### config.mk
export PLATFORM = sky130hd
export DESIGN_NAME = pfr_ctrl
export DESIGN_NICKNAME = d
export VERILOG_FILES = /design/src/hw/rtl/pfr_pkg.sv /design/src/hw/rtl/pfr_ctrl.sv
export SDC_FILE = /design/constraint.sdc
export NUM_CORES = 1
export LEC_CHECK = 0
export BUFFER_PORTS_ARGS = -buffer_cell sky130_fd_sc_hd__buf_2
export CORE_UTILIZATION = 30
export CTS_CLUSTER_DIAMETER = 200
export DETAILED_ROUTE_END_ITERATION = 8
export GPL_ROUTABILITY_DRIVEN = 0
export MAX_ROUTING_LAYER = met4
export PLACE_DENSITY = 0.58
export SLEW_MARGIN = 15
export SYNTH_ARGS = -nofsm -noshare
export SYNTH_HDL_FRONTEND = slang
export SYNTH_SLANG_ARGS = --single-unit
### constraint.sdc
create_clock -name clk -period 2.2 [get_ports clk]
set_input_delay 0 -clock clk [delete_from_list [all_inputs] [get_ports clk]]
set_output_delay 0 -clock clk [all_outputs]
set_load 0.03 [all_outputs]
### src/hw/rtl/pfr_pkg.sv
// Package of the Pareto front ranking block: constants, state codes and the
// command and status structs between controller and datapath. No dependencies.
package pfr_pkg;

  localparam int DEF_MAX_POINTS = 64;
  localparam int DEF_MAX_DIMS   = 4;
  localparam int DEF_COORD_BITS = 32;

  localparam int IN_COORDS  = 4;
  localparam int IN_COORD_W = 32;
  localparam int RANK_W     = 7;
  localparam int PT_IDX_W   = 6;
  localparam int DIMS_W     = 3;

  localparam logic [DIMS_W-1:0] DIMS_RESET = 3'd2;

  localparam int APB_DATA_W = 32;
  localparam int APB_ADDR_W = 3;

  // Word index of each configuration register.
  localparam logic REG_DIMS_IN_USE = 1'b0;

  typedef enum logic [3:0] {
    S_LOAD,
    S_LVL,
    S_JRD,
    S_JCHK,
    S_KRD,
    S_KCMP,
    S_KDEC,
    S_LEND,
    S_ORD,
    S_OUT
  } pfr_state_t;

  typedef struct packed {
    logic load_pt;
    logic lvl_init;
    logic j_rd;
    logic j_step;
    logic k_first;
    logic k_rd;
    logic k_step;
    logic bump_k;
    logic bump_j;
    logic lvl_step;
    logic out_first;
    logic out_rd;
    logic out_step;
    logic set_done;
  } pfr_cmd_t;

  typedef struct packed {
    logic j_on_front;
    logic k_live;
    logic jk;
    logic kj;
    logic j_last;
    logic k_last;
    logic o_last;
    logic lvl_more;
  } pfr_status_t;

endpackage

### src/hw/rtl/pfr_ctrl.sv
// Controller of the ranking block: load, level peeling and output sequencing.
// Depends on pfr_pkg for the state type and the command and status structs.
module pfr_ctrl (
  input  logic                 clk,
  input  logic                 rst,
  input  logic                 in_valid,
  input  logic                 in_last,
  output logic                 in_ready,
  output logic                 out_valid,
  input  logic                 out_ready,
  input  pfr_pkg::pfr_status_t st,
  output pfr_pkg::pfr_cmd_t    cmd
);

  pfr_pkg::pfr_state_t state;
  pfr_pkg::pfr_state_t state_next;
  logic                brk;

  // The current point is beaten by the candidate: it leaves the front.
  assign brk = st.k_live && !st.jk && st.kj;

  always_ff @(posedge clk) begin
    if (rst) begin
      state <= pfr_pkg::S_LOAD;
    end else begin
      state <= state_next;
    end
  end

  always_comb begin
    state_next = state;
    unique case (state)
      pfr_pkg::S_LOAD: begin
        if (in_valid && in_last) state_next = pfr_pkg::S_LVL;
      end
      pfr_pkg::S_LVL:  state_next = pfr_pkg::S_JRD;
      pfr_pkg::S_JRD:  state_next = pfr_pkg::S_JCHK;
      pfr_pkg::S_JCHK: begin
        if (st.j_on_front) state_next = pfr_pkg::S_KRD;
        else if (st.j_last) state_next = pfr_pkg::S_LEND;
        else state_next = pfr_pkg::S_JRD;
      end
      pfr_pkg::S_KRD:  state_next = pfr_pkg::S_KCMP;
      pfr_pkg::S_KCMP: state_next = pfr_pkg::S_KDEC;
      pfr_pkg::S_KDEC: begin
        if (brk || st.k_last) begin
          state_next = st.j_last ? pfr_pkg::S_LEND : pfr_pkg::S_JRD;
        end else begin
          state_next = pfr_pkg::S_KRD;
        end
      end
      pfr_pkg::S_LEND: state_next = st.lvl_more ? pfr_pkg::S_LVL : pfr_pkg::S_ORD;
      pfr_pkg::S_ORD:  state_next = pfr_pkg::S_OUT;
      pfr_pkg::S_OUT: begin
        if (out_ready) state_next = st.o_last ? pfr_pkg::S_LOAD : pfr_pkg::S_ORD;
      end
      default: state_next = pfr_pkg::S_LOAD;
    endcase
  end

  always_comb begin
    cmd       = '0;
    in_ready  = 1'b0;
    out_valid = 1'b0;
    unique case (state)
      pfr_pkg::S_LOAD: begin
        in_ready    = 1'b1;
        cmd.load_pt = in_valid;
      end
      pfr_pkg::S_LVL:  cmd.lvl_init = 1'b1;
      pfr_pkg::S_JRD:  cmd.j_rd = 1'b1;
      pfr_pkg::S_JCHK: begin
        if (st.j_on_front) cmd.k_first = 1'b1;
        else if (!st.j_last) cmd.j_step = 1'b1;
      end
      pfr_pkg::S_KRD:  cmd.k_rd = 1'b1;
      pfr_pkg::S_KCMP: cmd = '0;
      pfr_pkg::S_KDEC: begin
        cmd.bump_k = st.k_live && st.jk && !st.kj;
        cmd.bump_j = brk;
        if (brk || st.k_last) begin
          cmd.j_step = !st.j_last;
        end else begin
          cmd.k_step = 1'b1;
        end
      end
      pfr_pkg::S_LEND: begin
        cmd.lvl_step  = 1'b1;
        cmd.out_first = !st.lvl_more;
      end
      pfr_pkg::S_ORD:  cmd.out_rd = 1'b1;
      pfr_pkg::S_OUT: begin
        out_valid = 1'b1;
        if (out_ready) begin
          cmd.set_done = st.o_last;
          cmd.out_step = !st.o_last;
        end
      end
      default: cmd = '0;
    endcase
  end

endmodule

### Word-level counts from Yosys, hierarchy flattened

Index checks and enable logic that the tools add are counted.

* equality and inequality tests: 11
* muxes and demuxes: 26
* reduce and logical (&&, ||, !) cells: 13

Operators with widths (count)
* case mux 4 bit (10 select lines): 1
* two-way mux 4 bit: 5
* equality test 4 x 3 -> 1 bit (second input constant): 4
* two-way mux 1 bit: 13
* two-way mux 3 bit: 3
* equality test 4 x 2 -> 1 bit (second input constant): 2
* equality test 4 bit (second input constant): 2
* two-way mux 2 bit: 3
* logical AND 1 bit: 5
* zero test 1 bit: 5
* equality test 4 x 1 -> 1 bit (second input constant): 1
* zero test 4 bit: 1
* != test 2 bit (second input constant): 2
* case mux 1 bit (2 select lines): 1
* AND reduction 2 bit: 1
* logical OR 1 bit: 1

* register bits after elaboration: 4
* input bits: 13
* output and inout bits: 16
* word-level logic and storage cells: 51

### Depth between registers and ports, before layout

Gate-level depths: netlist of run 1.

* depth after elaboration: 6
* depth in mapped cells: 5
* gate-level depth less buffers: 4

### Least setup slack after synthesis of run 1

Ideal clock, no wire load.

* path type: register -> register
* from: reg state[3]
* to: reg state[0]
* setup time: 120 ps
* arrival: 1499 ps
* data required time: 2080 ps
* setup slack: 581 ps
* stages on the path, launching flop included: 5
* cells stage by stage: dfxtp_1 > buf_2 > nor4_2 > a221oi_2 > o31a_1

* cells in the longest elaborated chain, start to end: 3

RTL lines
* start, declared: RTL line pfr_ctrl.sv:15 `pfr_pkg::pfr_state_t state;`
* start signal, assigned: RTL line pfr_ctrl.sv:24 `state <= pfr_pkg::S_LOAD;`
* start signal, assigned: RTL line pfr_ctrl.sv:26 `state <= state_next;`
* equality test 4 bit / zero test 4 bit (equally long branches): RTL line pfr_ctrl.sv:32 `unique case (state)`
* != test 2 bit (no source line)
* AND reduction 2 bit (no source line)

Several ways; a longest one is shown, not always the timed one.
A chain may end at the register's enable or synchronous reset.

==> results of run 1 <==
[power groups by stage]
stage	Sequential [uW]	Clock, uW	Combinational (uW)
finish	116	90.5	173
global route	120	97.2	192
CTS	116	92.4	175
detailed placement	117	0	173
global placement	116	0	172
floorplan	93.0	0	158
[final cells by class]
type,count,area (um^2)
clock buffers,3,22.5
fillers,152,734
inverters,3,11.3
multi-input cells,51,333
flip-flops and latches,4,80.1
well taps,15,18.8
repair buffers,29,150
[critical path, stage by stage (launching register included)]
cell     delay, ns
dfxtp_1       0.57
and2b_1       0.24
and3_2        0.19
nor2b_1       0.17
buf_2         0.22
[cells by family after synthesis]
| kind of cell | count (synthesis) | share of synthesized area [%] |
|---|---|---|
| DFF | 4 | 17.5 |
| AOI/OAI and AO/OA | 16 | 28.2 |
| and+or+nand+nor | 35 | 44.7 |
| buffers and inverters | 7 | 9.59 |
[worst paths after layout]
kind / startpoint / endpoint / slack [ns]
setup reg to reg: state[0]$_SDFFE_PP0P_ / state[0]$_SDFFE_PP0P_ / 0.69
hold / removal: st[0] / state[3]$_SDFFE_PP0P_ / 0.13
hold reg to reg: state[3]$_SDFFE_PP0P_ / state[1]$_SDFFE_PP0P_ / 0.71
setup / recovery: state[1]$_SDFFE_PP0P_ / cmd[3] / 0.58
[through the flow]
step / power, uW / hold WS, ns / area, um^2
2_1_floorplan: 251 / 0.0689 / 457
3_3_place_gp: 288 / 0.225 / 583
3_5_place_dp: 290 / 0.226 / 583
4_1_cts: 383 / 0.125 / 616
5_1_grt: 409 / 0.141 / 616
6_report: 380 / 0.127 / 616
[cell usage in the layout (no fill, tap or decap)]
cell type	instances
a2111oi_1	1
a2111oi_2	1
a21oi_1	5
a21oi_2	1
a221oi_2	1
a311oi_1	1
and2_1	1
and2b_1	1
and3_1	2
and3_2	1
buf_2	28
clkbuf_4	3
dfxtp_1	4
dlygate4sd3_1	1
inv_1	3
nand2_1	5
nand2b_1	4
nand3b_1	1
nand3b_2	1
nor2_1	7
nor2b_1	3
nor3_1	5
nor3b_1	1
nor4_2	1
nor4b_1	1
o211ai_1	1
o21a_1	2
o21ai_0	1
o21ba_1	1
o31a_1	1
or2_4	1
[routing by layer]
layer,track usage (%),wire length (um),vias to the layer above
li1,-,-,281
met1,20.5,581,239
met2,28.5,537,19
met3,3.26,56,0
met4,0,0,0
met5,-,0,-
[timing repair]
| item | CTS | global route |
|---|---|---|
| buffers inserted | 0 | 0 |
| hold endpoints to repair | 1 | 0 |
| hold buffers | 1 | 0 |
==> impl_metrics.env, run 1 <==
export IMPL_synth_commonest_cells="nor2_1, a21oi_1, nand2_1, nor3_1"
export IMPL_min_period_ns=1.62
export IMPL_wire_per_inst_um=11.2
export IMPL_maxCapViolCount=0
export IMPL_syn_inst=62
export IMPL_final_setup_viol_count=0
export IMPL_min_delay_path_class="input pin to flop"
export IMPL_seqPwrFrac_pct=30.7
export IMPL_ys_warn_count=0
export IMPL_fin_crit_sh_pct=73.6
export IMPL_start_util_pct=33.8
export IMPL_grt_start_max_net_pins=17
export IMPL_ant_nets=0
export IMPL_critPathMaxFanout=12
export IMPL_critical_path_arrival_ns=1.62
export IMPL_regMostFlops="state"
export IMPL_worst_slew_pin_slew_ns=0.522
export IMPL_syn_num_nets=75
export IMPL_synth_seq_cells=4
export IMPL_numClockSinks=4
export IMPL_synth_edf_count=0
export IMPL_area_growth_pct=34.8
export IMPL_yosysUniqueCellTypes=30
export IMPL_final_util_pct=45.6
export IMPL_synthArstFlopShare_pct=0
export IMPL_seq_area_frac_synth_pct=17.5
export IMPL_nets=105
export IMPL_pin_count=29
export IMPL_hold_viol=0
export IMPL_detail_route_wirelength_mm=1.18
export IMPL_first_iter_violations=9
export IMPL_dr_pass1_iters=3
export IMPL_crit_path_start_kind="flop"
export IMPL_num_rows=13
export IMPL_p_comb_share_pct=45.5
export IMPL_switching_share_pct=42.8
export IMPL_reg_top3="state x4"
export IMPL_dieWidth_um=41.0
export IMPL_largest_reg_flops=4
export IMPL_clock_tree_root_cell="clkbuf_4"
export IMPL_place_inst=101
export IMPL_synthesis_area_um2=457
export IMPL_die_area_um2=1680
export IMPL_netlist_top_cells_area="dfxtp_1, nor2_1, a21oi_1"
export IMPL_synth_most_common_cell="nor2_1"
export IMPL_postCtsResizedCells=0
export IMPL_p_int_uw=217
export IMPL_grt_pass1_wl_mm=1.82
export IMPL_finalSetupTns_ns=0
export IMPL_vias=539
export IMPL_yosysTopAreaCell="dfxtp_1"
export IMPL_antenna_found_initial=0
export IMPL_place_hpwl_um=904
export IMPL_drc=0
export IMPL_vias_per_cell=5.13
export IMPL_synth_top_area_share_pct=17.5
export IMPL_holdPathStages=3
export IMPL_clkPwrFrac_pct=23.8
export IMPL_switching_power_uw=162
export IMPL_place_ws_ns=0.690
export IMPL_die_h_um=41.0
export IMPL_syn_avg_cell_area_um2=7.37
export IMPL_cts_buffers=3
export IMPL_antenna_cells=0
export IMPL_core_area_um2=1350
export IMPL_criticalPathCategory="flop to primary output"
export IMPL_tritoncts="done"
export IMPL_htreeDepth=1
export IMPL_status="finished clean"
export IMPL_total_leakage_power_uw=0.000315
export IMPL_drive_gt1_share_pct=42.2
export IMPL_grt_usage_pct=16.4
export IMPL_timing_reg2reg_worst_path_depth=4
export IMPL_synth_flop_cell="dfxtp_1"
export IMPL_layout_cells_non_filler=105
export IMPL_powerDensity_nw_per_um2=617
export IMPL_clk_pin_slew_worst_paths_ns=0.04
export IMPL_rsz0062_at_grt="false"
export IMPL_maxSlewHeadroom_pct=65.2
export IMPL_slew_violations=0
export IMPL_ir_drop_v=0.000262
export IMPL_overflow=0
export IMPL_max_freq_mhz=618
export IMPL_clk_latency_ns=0.23
export IMPL_clk_path_buf_depth=2
export IMPL_fin_ws_ns=0.581
export IMPL_port_buffers=28
export IMPL_finClkSkew_ns=0.000297
export IMPL_cp_end_kind="primary output"
export IMPL_worstPathRequired_ns=2.20
export IMPL_grt_pass1_vias=434
Note: power is estimated with default switching activity, not from simulation.
==> run 2: changes to the inputs <==
- PLACE_DENSITY: 0.58 -> 0.6
- clock period: 2.2 -> 1.44 ns (I/O delays scaled with it)
==> run 2 against run 1 <==
  * Critical path depth unchanged
  * Cell area up 14%
  * Worst hold slack worse by 0.016 ns
  * Clock skew up 0.0065 ns
  * Highest routed layer is now met4
  * Largest power group unchanged
==> impl_metrics.env, run 2 (synthesized netlist as in run 1, its figures left out) <==
export IMPL_status="finished clean"
export IMPL_htreeDepth=1
export IMPL_dieWidth_um=41.0
export IMPL_clk_latency_ns=0.24
export IMPL_core_area_um2=1350
export IMPL_dr_pass1_iters=4
export IMPL_min_period_ns=1.38
export IMPL_critical_path_arrival_ns=1.38
export IMPL_area_growth_pct=53.4
export IMPL_cp_end_kind="primary output"
export IMPL_postCtsSetupRepairBufs=0
export IMPL_wire_per_inst_um=11.8
export IMPL_finClkSkew_ns=0.00680
export IMPL_maxCapViolCount=0
export IMPL_maxSlewHeadroom_pct=76.4
export IMPL_start_util_pct=33.8
export IMPL_antenna_found_initial=0
export IMPL_place_hpwl_mm=1.00
export IMPL_final_setup_viol_count=0
export IMPL_numClockSinks=4
export IMPL_tritoncts="done"
export IMPL_final_cell_mix="buf_2, buf_4, nor2_1, a21oi_1, nand2_1"
export IMPL_antenna_cells=0
export IMPL_ff_latch_area_um2=87.6
export IMPL_timing_hold_ws_ns=0.111
export IMPL_critPathMaxFanout=7
export IMPL_criticalPathCategory="flop to primary output"
export IMPL_grt_start_max_net_pins=12
export IMPL_grt_usage_pct=17.6
export IMPL_die_area_um2=1680
export IMPL_min_delay_path_class="input pin to flop"
export IMPL_max_freq_mhz=723
export IMPL_cts_buffers=3
export IMPL_worstPathRequired_ns=1.44
export IMPL_ir_drop_v=0.000617
export IMPL_detail_route_wirelength_mm=1.28
export IMPL_fin_crit_sh_pct=96.1
export IMPL_slew_violations=0
export IMPL_drive_gt1_share_pct=55.3
export IMPL_nets=109
export IMPL_powerDensity_nw_per_um2=905
export IMPL_grt_pass1_vias=444
export IMPL_drc=0
export IMPL_pin_count=29
export IMPL_port_buffers=28
export IMPL_reg_top3="state x4"
export IMPL_multi_input_area_um2=360
export IMPL_overflow=0
export IMPL_fin_area_um2=701
export IMPL_first_iter_violations=15
export IMPL_vias=559
export IMPL_final_common_cell="buf_2"
export IMPL_die_h_um=41.0
export IMPL_nFillCells=143
export IMPL_worst_slew_pin_slew_ns=0.351
export IMPL_postPlaceCellArea_um2=623
export IMPL_largest_reg_flops=4
export IMPL_rsz0062_at_grt="false"
export IMPL_vias_per_cell=5.13
export IMPL_clock_tree_root_cell="clkbuf_4"
export IMPL_clk_pin_slew_worst_paths_ns=0.04
export IMPL_regMostFlops="state"
export IMPL_crit_path_start_kind="flop"
export IMPL_num_rows=13
export IMPL_total_leakage_power_uw=0.000342
export IMPL_ant_nets=0
export IMPL_hold_viol=0
export IMPL_clk_path_buf_depth=2
export IMPL_grt_pass1_wl_mm=1.84
run 2: cell types whose count changed in the layout (fill, tap and decap cells not counted), sizes merged:
| cell | delta |
|---|---|
| buf | +3 |
| clkbuf | +1 |
run 2: report_power, final:
part	switching, uW	internal (uW)
combinational	196	144
sequential	23.0	127
clock	50.4	93.5
total	269	365
run 2: path summary, 6_finish.rpt:
path / slack [ns] / cells past startpoint / startpoint / endpoint
worst max-delay path: 0.06 / 4 / state[3]$_SDFFE_PP0P_ / cmd[3]
worst min-delay path: 0.11 / 3 / st[0] / state[3]$_SDFFE_PP0P_
worst max register to register: 0.19 / 4 / state[3]$_SDFFE_PP0P_ / state[3]$_SDFFE_PP0P_
worst min register to register: 0.64 / 2 / state[3]$_SDFFE_PP0P_ / state[1]$_SDFFE_PP0P_
run 2: cell type report:
type | count | share of cell area [%]
clock buffers | 3 | 3.21
inverters | 3 | 1.61
multi-input cells | 51 | 51.4
flip-flops and latches | 4 | 12.5
well taps | 15 | 2.68
repair buffers | 33 | 28.6
run 2: metal layers:
layer / global-route usage (%) / routed length, um / up-vias
li1: - / - / 292
met1: 20.8 / 572 / 248
met2: 26.6 / 621 / 16
met3: 4.89 / 66 / 3
met4: 10.0 / 20 / 0
met5: - / 0 / -
run 2: repair_timing:
action                                  in CTS  in global routing
hold endpoints to repair                     1                  0
hold buffers                                 1                  0
gates resized for setup                      6                 10
pin swaps                                    0                  1
endpoints found under the setup margin       4                  5
run 2: metrics by stage:
stage	instances	power [uW]	worst slack [ns]	TNS, ns	util [%]
CTS	109	625	0.0287	0	49.9
detailed placement	105	467	0.145	0	46.2
floorplan	62	386	-0.179	-0.631	-
global placement	105	466	0.176	0	46.2
global route	109	673	0.00159	0	51.9
finish	109	634	0.0560	0	51.9
run 2: worst max-delay path: stages, from the launching register on:
cell and delay [ns]:
dfxtp_4 0.39, and2b_1 0.22, and3_2 0.22, nor2b_2 0.16, buf_4 0.16
==> run 3: changes to the inputs <==
- clock period: 1.44 -> 1.1 ns (I/O delays scaled with it)
==> run 3 against run 2 <==
  * The flow now finishes with violations (negative setup slack)
  * Worst hold slack improved by 0.069 ns
  * Global-route usage increased by 8.0 points
  * Clock-buffer cell count unchanged
  * Setup slack got worse by 0.33 ns
  * Critical path depth unchanged
  * Sequential power increased by 35%
==> impl_metrics.env, run 3 (synthesized netlist as in run 1, its figures left out) <==
export IMPL_violations="negative setup slack"
export IMPL_final_setup_viol_count=20
export IMPL_slew_violations=0
export IMPL_vias=731
export IMPL_clock_tree_root_cell="clkbuf_4"
export IMPL_place_inst=113
export IMPL_seqPwrFrac_pct=16.0
export IMPL_crit_start="state[3]$_SDFFE_PP0P_"
export IMPL_ff_latch_area_um2=92.6
export IMPL_min_delay_path_class="input pin to flop"
export IMPL_dieWidth_um=41.0
export IMPL_p_comb_share_pct=69.6
export IMPL_antenna_cells=0
export IMPL_maxSlewHeadroom_pct=79.2
export IMPL_worst_slew_pin_slew_ns=0.309
export IMPL_nets=133
export IMPL_hold_viol=0
export IMPL_timing_reg2reg_worst_path_depth=5
export IMPL_switching_share_pct=40.9
export IMPL_detail_route_wirelength_mm=2.31
export IMPL_clk_latency_ns=0.24
export IMPL_nFillCells=64
export IMPL_cts_buffers=3
export IMPL_port_buffers=28
export IMPL_timing_rr_start="state[3]$_SDFFE_PP0P_"
export IMPL_place_hpwl_mm=1.11
export IMPL_grt_usage_pct=25.6
export IMPL_cp_end_kind="primary output"
export IMPL_holdPathStages=3
export IMPL_p_int_uw=751
export IMPL_clkPwrFrac_pct=14.4
export IMPL_final_util_pct=85.0
export IMPL_core_area_um2=1350
export IMPL_clk_pin_slew_worst_paths_ns=0.04
export IMPL_final_cell_mix="buf_6, buf_4, buf_2"
export IMPL_ff2ff_setup_slack_ns=-0.22
export IMPL_status="finished with violations"
export IMPL_fin_crit_sh_pct=125
export IMPL_die_area_um2=1680
export IMPL_antenna_found_initial=0
export IMPL_vias_per_cell=5.50
export IMPL_r2r_end="state[0]$_SDFFE_PP0P_"
export IMPL_grt_pass1_wl_mm=2.75
export IMPL_rsz0062_at_grt="true"
export IMPL_min_from="st[0]"
export IMPL_regMostFlops="state"
export IMPL_min_period_ns=1.38
export IMPL_ir_drop_v=0.000599
export IMPL_crit_path_start_kind="flop"
export IMPL_ant_nets=0
export IMPL_reg_top3="state x4"
export IMPL_wire_per_inst_um=17.4
export IMPL_htreeDepth=1
export IMPL_start_util_pct=33.8
export IMPL_powerDensity_nw_per_um2=1110
export IMPL_critPathMaxFanout=7
export IMPL_drc=0
export IMPL_total_leakage_power_uw=0.000539
export IMPL_first_iter_violations=28
export IMPL_fin_ws_ns=-0.278
export IMPL_overflow=0
export IMPL_switching_power_uw=520
export IMPL_layout_cells_non_filler=133
export IMPL_tritoncts="done"
export IMPL_max_freq_mhz=726
export IMPL_finClkSkew_ns=0.00365
export IMPL_grt_pass1_vias=642
export IMPL_num_rows=13
export IMPL_maxCapViolCount=0
export IMPL_area_growth_pct=151
export IMPL_worstPathRequired_ns=1.10
export IMPL_grt_start_max_net_pins=9
export IMPL_numClockSinks=4
export IMPL_pin_count=29
export IMPL_criticalPathCategory="flop to primary output"
export IMPL_drive_gt1_share_pct=79.7
export IMPL_clk_path_buf_depth=2
export IMPL_multi_input_area_um2=503
export IMPL_die_h_um=41.0
export IMPL_dr_pass1_iters=4
export IMPL_critical_path_arrival_ns=1.38
export IMPL_cp_endpoint="cmd[13]"
export IMPL_largest_reg_flops=4
## run 3: what timing repair did
| item | CTS | global route |
|---|---|---|
| pin swaps | 11 | 10 |
| setup endpoints to repair | 20 | 20 |
| setup buffers | 10 | 6 |
| endpoints found under the hold margin | 1 | 0 |
| hold buffers | 1 | 0 |
| resized for setup | 46 | 13 |
## run 3: layer usage
metal | share of wire [%] | track usage, % | wire (um)
met5 | 0 | - | 0
met1 | 42 | 26.1 | 961
met2 | 51 | 49.2 | 1190
met3 | 5.7 | 4.35 | 132
met4 | 1.3 | 6.67 | 31
## run 3: power by group through the flow
stage | sequential, uW | clock [uW] | combinational, uW
CTS | 200 | 179 | 735
global placement | 198 | 0 | 536
global route | 207 | 194 | 930
finish | 203 | 183 | 884
floorplan | 199 | 0 | 380
detailed placement | 197 | 0 | 542
## run 3: worst min-delay path by stage
stage / endpoint / slack (ns)
floorplan: cmd[1] / 0.04
global placement: state[1]$_SDFFE_PP0P_ / 0.21
detailed placement: state[1]$_SDFFE_PP0P_ / 0.21
CTS: state[3]$_SDFFE_PP0P_ / 0.15
global route: state[3]$_SDFFE_PP0P_ / 0.19
finish: state[3]$_SDFFE_PP0P_ / 0.18
## run 3: cell type report
| cell class | count | area share (%) |
|---|---|---|
| sequential | 4 | 8.07 |
| multi-input combinational | 51 | 43.8 |
| tap | 15 | 1.64 |
| timing repair buffer | 57 | 43.5 |
| clock buffer | 3 | 1.96 |
| inverter | 3 | 0.981 |
## run 3: critical path: stages, from the launching register on
cell and delay (ns):
dfxtp_2 0.32, buf_6 0.14, nor4_4 0.36, and2_4 0.21, buf_6 0.12
## run 3: metrics by stage
step                instance area, um^2  hold slack (ns)  setup TNS, ns  setup WS [ns]  power, uW
floorplan                           571           0.0364         -0.631         -0.178        579
global placement                    791            0.210         -0.985         -0.149        735
detailed placement                  791            0.213          -1.01         -0.145        739
CTS                                1050            0.152          -2.53         -0.208       1110
global route                       1150            0.193          -4.53         -0.328       1330
finish                             1150            0.180          -3.74         -0.278       1270
